===== config.mk =====
export PLATFORM = sky130hd
export DESIGN_NAME = lbef_cordic_cell
export DESIGN_NICKNAME = d
export VERILOG_FILES = /design/src/sv/lbef_pkg.sv /design/src/sv/lbef_cordic_cell.sv
export SDC_FILE = /design/constraint.sdc
export NUM_CORES = 1
export LEC_CHECK = 0
export CORE_MARGIN = 2
export CORE_UTILIZATION = 35
export DETAILED_ROUTE_END_ITERATION = 10
export DONT_BUFFER_PORTS = 1
export RECOVER_POWER = 100
export SETUP_SLACK_MARGIN = 0.4
export SYNTH_ARGS = -nofsm -noshare
export SYNTH_HDL_FRONTEND = slang
export SYNTH_SLANG_ARGS = --single-unit

===== constraint.sdc =====
create_clock -name clk -period 12.11 [get_ports clk]
set_clock_uncertainty 0.2 [all_clocks]
set_input_delay 1.8165 -clock clk [delete_from_list [all_inputs] [get_ports clk]]
set_output_delay 1.8165 -clock clk [all_outputs]
set_load 0.005 [all_outputs]

===== src/sv/lbef_pkg.sv =====
// Shared types, constants and the CORDIC angle table of the lidar box exclusion filter.
// Used by every module of the block; depends on nothing else.
`default_nettype none

package lbef_pkg;

	localparam int MAX_SAMPLES      = 4096;
	localparam int TRIG_STAGES      = 16;
	localparam int CORDIC_TABLE_LEN = 24;
	localparam int CELL_COUNT       = (TRIG_STAGES > CORDIC_TABLE_LEN) ? CORDIC_TABLE_LEN
	                                                                  : TRIG_STAGES;
	localparam int STAGE_W          = $clog2(CORDIC_TABLE_LEN);
	localparam int ACC_W            = 34;
	localparam int ADDR_W           = 5;
	localparam int DATA_W           = 32;

	localparam logic signed [ACC_W-1:0] CORDIC_GAIN = ACC_W'(652032874);

	typedef enum logic [2:0] {
		REG_RANGE_LOW,
		REG_RANGE_HIGH,
		REG_ANGLE_START,
		REG_ANGLE_STEP,
		REG_BOX_X_LOW,
		REG_BOX_X_HIGH,
		REG_BOX_Y_LOW,
		REG_BOX_Y_HIGH
	} reg_index_t;

	typedef struct packed {
		logic        [15:0] range_low_mm;
		logic        [15:0] range_high_mm;
		logic signed [15:0] angle_start;
		logic signed [15:0] angle_step;
		logic signed [15:0] box_x_low;
		logic signed [15:0] box_x_high;
		logic signed [15:0] box_y_low;
		logic signed [15:0] box_y_high;
	} cfg_t;

	typedef struct packed {
		logic [15:0] range_mm;
		logic        finite;
		logic        test;
		logic        flip;
	} side_t;

	typedef struct packed {
		logic signed [ACC_W-1:0] x;
		logic signed [ACC_W-1:0] y;
		logic signed [ACC_W-1:0] z;
		side_t                   side;
	} cordic_t;

	function automatic logic signed [ACC_W-1:0] atan_turn(input logic [STAGE_W-1:0] stage);
		logic signed [ACC_W-1:0] val;
		case (stage)
			5'd0:    val = ACC_W'(536870912);
			5'd1:    val = ACC_W'(316933406);
			5'd2:    val = ACC_W'(167458907);
			5'd3:    val = ACC_W'(85004756);
			5'd4:    val = ACC_W'(42667331);
			5'd5:    val = ACC_W'(21354465);
			5'd6:    val = ACC_W'(10679838);
			5'd7:    val = ACC_W'(5340245);
			5'd8:    val = ACC_W'(2670163);
			5'd9:    val = ACC_W'(1335087);
			5'd10:   val = ACC_W'(667544);
			5'd11:   val = ACC_W'(333772);
			5'd12:   val = ACC_W'(166886);
			5'd13:   val = ACC_W'(83443);
			5'd14:   val = ACC_W'(41722);
			5'd15:   val = ACC_W'(20861);
			5'd16:   val = ACC_W'(10430);
			5'd17:   val = ACC_W'(5215);
			5'd18:   val = ACC_W'(2608);
			5'd19:   val = ACC_W'(1304);
			5'd20:   val = ACC_W'(652);
			5'd21:   val = ACC_W'(326);
			5'd22:   val = ACC_W'(163);
			5'd23:   val = ACC_W'(81);
			default: val = '0;
		endcase
		return val;
	endfunction

endpackage

`default_nettype wire


===== src/sv/lbef_cordic_cell.sv =====
// One rotation-mode CORDIC iteration with its own pipeline register.
// Depends on lbef_pkg.
`default_nettype none

module lbef_cordic_cell (
	input  logic                          clk,
	input  logic                          arst_n,
	input  logic [lbef_pkg::STAGE_W-1:0]  stage,
	input  logic                          up_valid,
	output logic                          up_stall,
	input  lbef_pkg::cordic_t             up_data,
	output logic                          down_valid,
	input  logic                          down_stall,
	output lbef_pkg::cordic_t             down_data
);
	import lbef_pkg::*;

	logic                    valid_s1;
	cordic_t                 data_s1;
	cordic_t                 next_c;
	logic signed [ACC_W-1:0] dx_c;
	logic signed [ACC_W-1:0] dy_c;
	logic signed [ACC_W-1:0] turn_c;

	always_comb begin
		dx_c   = $signed(up_data.y) >>> stage;
		dy_c   = $signed(up_data.x) >>> stage;
		turn_c = atan_turn(stage);
		next_c = up_data;
		if (!up_data.z[ACC_W-1]) begin
			next_c.x = up_data.x - dx_c;
			next_c.y = up_data.y + dy_c;
			next_c.z = up_data.z - turn_c;
		end else begin
			next_c.x = up_data.x + dx_c;
			next_c.y = up_data.y - dy_c;
			next_c.z = up_data.z + turn_c;
		end
	end

	assign up_stall = valid_s1 && down_stall;

	always_ff @(posedge clk or negedge arst_n) begin
		if (!arst_n) begin
			valid_s1 <= 1'b0;
		end else if (!up_stall) begin
			valid_s1 <= up_valid;
		end
	end

	always_ff @(posedge clk) begin
		if (!up_stall && up_valid) begin
			data_s1 <= next_c;
		end
	end

	assign down_valid = valid_s1;
	assign down_data  = data_s1;

endmodule

`default_nettype wire


# After elaboration in Yosys (flattened, before gate mapping)
# Memory sizes are Yosys's and may differ from the RTL's.
# Cells that the tools add are included.
[classes]
n_shift = 2
mux = 1
reduce_logical = 3
addsub = 6
[ops]
columns = ["cell", "count"]
rows = [
  ["34-bit adder", 3],
  ["102-bit 2-to-1 mux", 1],
  ["34-bit subtractor", 3],
  ["34-bit by 5-bit >>> shifter with 34-bit output", 2],
  ["1-bit logical AND", 2],
  ["1-bit zero test", 1],
]
[totals]
input_bits = 130
romBits = 960
output_inout_bits = 123
memories = 1
register_bits = 122
[mem_list]
columns = ["name", "depth", "word_bits", "read_ports", "rd_ports_with_merged_regs", "wr", "line_no", "text"]
rows = [
  ["(name not given)", 32, 30, 1, 0, 0, "lbef_pkg.sv:57", "case (stage)"],
]

# Logic depth before layout (Yosys ltp)
[depth]
word_depth = 3
ltp_mapped = 31

# Least setup slack after synthesis
# No wires, ideal clock.
[synth_path]
kind = "input port to flip-flop"
from = "in down_stall"
to = "reg data_s1 (netlist bit down_data[0]), enable pin"
path_stages = 2
path_buffers = 0
t_required_ps = 11293
t_arrival_ps = 7345
path_slack_ps = 3948
path_cell_list = "and2_1 nor2b_1"
[synth_between]
elab_chain_len = 3
[synth_rtl]
columns = ["item", "line_no", "text"]
rows = [
  ["start: declaration", "lbef_cordic_cell.sv:13", "input logic down_stall,"],
  ["1-bit logical AND", "lbef_cordic_cell.sv:41", "assign up_stall = valid_s1 && down_stall;"],
  ["1-bit zero test", "lbef_cordic_cell.sv:52", "if (!up_stall && up_valid) begin"],
  ["1-bit logical AND", "lbef_cordic_cell.sv:52", ""],
  ["end signal: assignment", "lbef_cordic_cell.sv:53", "data_s1 <= next_c;"],
  ["end: declaration", "lbef_cordic_cell.sv:19", "cordic_t data_s1;"],
]
# Every way passes these cells.
# A chain may end at the register's enable or synchronous reset.

==> metrics <==
outcome finished with violations; failing checks capacitance limit, slew limit; max cap viols 2; Hold Vio Cnt, Final 0; Filler cells 4,639; power per cell area 123 mW/mm^2; RSZ-0062 raised after global routing false; Synth Area in Compound Gates 22.0%; Post-Syn Nets 2,018; Clk Latency, worst-skew pair 0.48 ns; switch share 37.5%; Reg2Reg Setup Slack 8.16 ns; switching pwr 0.000787 W; final net count between 1,500 and 2,000; commonest non-fill, non-tap cell in the layout nand2_1; Via density 6.26; Arrival @ worst endpoint just over 8 ns; Yosys reg bits 122; Mapped Area 0.0162 mm^2; Critical Path Sink Type flop; hold buffers post-CTS 0; CTS Root Cell clkbuf_16; row count 78; # port buffers 0; Setup Buffers After CTS 0; mux share of post-synthesis cell area between 10% and 20%; WL per Instance around 25 um; dominant synthesized flop cell edfxtp_1; Max Slew Vio Count 123; worst setup path end down_data[52]; die area 0.0480 mm^2; total core area 0.0455 mm^2; Die Wd about 220 um; Vias 14,500; largest net degree at the start of global routing 134; Critical Path RT 12.13 ns; vias in the first global route 13,800; Sequential Power Share between 20% and 30%; Synth warnings 0; total CTS buffers 17; first-pass GRT wire length 86.7 mm; FMAX 121 MHz; commonest non-fill, non-tap cells in the layout 163 x nand2_1, 154 x a21oi_1, 145 x nor2_1, 121 x edfxtp_1, 110 x ha_1; worst reg2reg path depth 3; period utilization about two thirds; drt pass-1 iters 5; Fin Setup TNS 0 ns; CP startpoint stage[1]; CTS tree built; Int Power between 0.001 and 0.0015 W; Post-Syn Area per Cell 9.12 um^2; post_cts resized 0; Ant. Diodes 0; largest family of logic cells by synthesized area compound AO/OA/AOI/OAI gates; Reg2Reg Capture Point down_data[94]; Post-DP HPWL about 45 mm; nature of the critical path startpoint input pin; Setup WS post-layout about 3.8 ns; Post-route DRC 0; post-synthesis xor/xnor area fraction about a tenth; io pins 253; Routed Antenna Nets 0; height of the die 219 um; Hold Path Class reg -> reg; maximum vdd drop 0.0000859 V; initial antenna violation count 0; P_leak 6.55 nW; GRT Total Usage between 20 and 25%; Synth Area in Simple Gates 14.3%; residual overflow from global routing 0; Worst Path Max Fanout 79; Post-synth EDFFs 121; Clock Sinks around 120; crit path time final 8.28 ns; worst-margin pin slew 3.47 ns; distinct cell type count after synthesis between 90 and 100; area grow syn2layout 5.59%; Post-synth ARST share 0.820%; Worst Setup Path Type in -> reg; Mapped Cells 1,775; layout cells sized above 1 10.4%; final WL 58.5 mm; Starting DRT DRC Count 1,738; pre-CTS setup slack 3.70 ns; sequential cell area fraction in the yosys report between 20 and 25%; GPL Wtd Cong 1.01; Worst-path clk slew 0.06 ns; Post-Synth Adder-Cell Area between 8 and 9%; H-tree depth 4; Initial Util 35.6%; Critical R2R Launch down_valid; Max-slew headroom -131%; endpoints failing setup 0; Clk network pwr share 25.2%; Comb power frac 45.1%; clk buf depth 2
synthesized netlist by cell type (28+ instances only):
master / count / share of area, %
o21ai_0: 84 / 2.6
mux4_2: 78 / 11
xor2_1: 81 / 4.4
a21oi_1: 154 / 4.8
mux2_2: 32 / 2.2
nand2_1: 163 / 3.8
inv_1: 40 / 0.93
a21o_1: 45 / 2.1
mux2i_1: 76 / 4.7
o21a_1: 28 / 1.3
nor2_1: 144 / 3.3
ha_1: 110 / 8.5
clkbuf_1: 43 / 1.0
edfxtp_1: 121 / 22
xnor2_1: 98 / 5.3
worst max-delay path, cell delays in order:
cell and delay (ns):
inv_1 0.07, buf_4 0.62, ha_1 0.62, o21ai_0 0.17, a211oi_1 0.49, or4b_1 0.54, nor4_1 0.42, nor4b_1 0.38
and2_0 0.36, nor2_1 0.22, xor2_1 0.20, ha_1 0.39, nand3_1 0.10, nor2_1 0.17, nand3_1 0.10, a21oi_1 0.24
a21oi_1 0.17, o31ai_1 0.39, nor4_1 0.10, o41ai_1 0.38, a21oi_1 0.13, xor2_1 0.15
worst min-delay path by stage:
stage / startpoint / cells after the start / endpoint / slack [ns]
floorplan: down_valid / 2 / down_valid / 0.44
global placement: down_valid / 2 / down_valid / 0.55
detailed placement: down_valid / 2 / down_valid / 0.54
CTS: down_valid / 2 / down_valid / 0.56
global route: down_valid / 2 / down_valid / 0.65
finish: down_valid / 2 / down_valid / 0.62
state kept, by name, indices dropped and copies added, names as in the netlist:
name / count
down_valid: 1
down_data: 121
power by group through the flow:
| stage | clock network [W] | registers, W | logic (W) |
|---|---|---|---|
| 2_1_floorplan | 0 | 0.000622 | 0.000750 |
| 3_3_place_gp | 0 | 0.000637 | 0.000920 |
| 3_5_place_dp | 0 | 0.000635 | 0.000926 |
| 4_1_cts | 0.000550 | 0.000628 | 0.000936 |
| 5_1_grt | 0.000559 | 0.000634 | 0.00104 |
| 6_report | 0.000529 | 0.000626 | 0.000947 |
per-layer routing:
layer	vias to the layer above	wire length (um)	GRT usage, %
li1	6638	-	-
met1	7097	26100	33.5
met2	677	25300	35.5
met3	85	5590	6.97
met4	0	1450	7.93
met5	-	0	0
per-stage QoR:
step | power [W] | cells | hold WS (ns) | utilization, % | cell area [um^2]
after detailed placement | 0.00156 | 2284 | 0.542 | 36.3 | 16500
after floorplan | 0.00137 | 1775 | 0.439 | - | 16200
final | 0.00210 | 2316 | 0.616 | 37.6 | 17100
after global routing | 0.00223 | 2316 | 0.650 | 37.6 | 17100
after CTS | 0.00211 | 2316 | 0.559 | 37.6 | 17100
after global placement | 0.00156 | 2284 | 0.546 | 36.3 | 16500
layout make-up:
class	instances	area [um^2]	share of cell area, %
multi-input combinational	1511	11900	69.5
sequential	122	3660	21.4
tap	600	751	4.39
clock buffer	21	450	2.64
inverter	43	161	0.945
clock inverter	11	146	0.857
timing repair buffer	8	52.6	0.308
kinds of logic (layout without fill, tap and decap cells):
group / Yosys count / after routing
AO/OA/AOI/OAI: 539 / 539
AND/OR/NAND/NOR: 487 / 487
buffers and inverters: 142 / 83
flip-flops: 122 / 122
XOR/XNOR: 179 / 179
multiplexers: 193 / 193
adder cells (fa/ha/maj): 113 / 113
(Power assumes the default switching activity.)
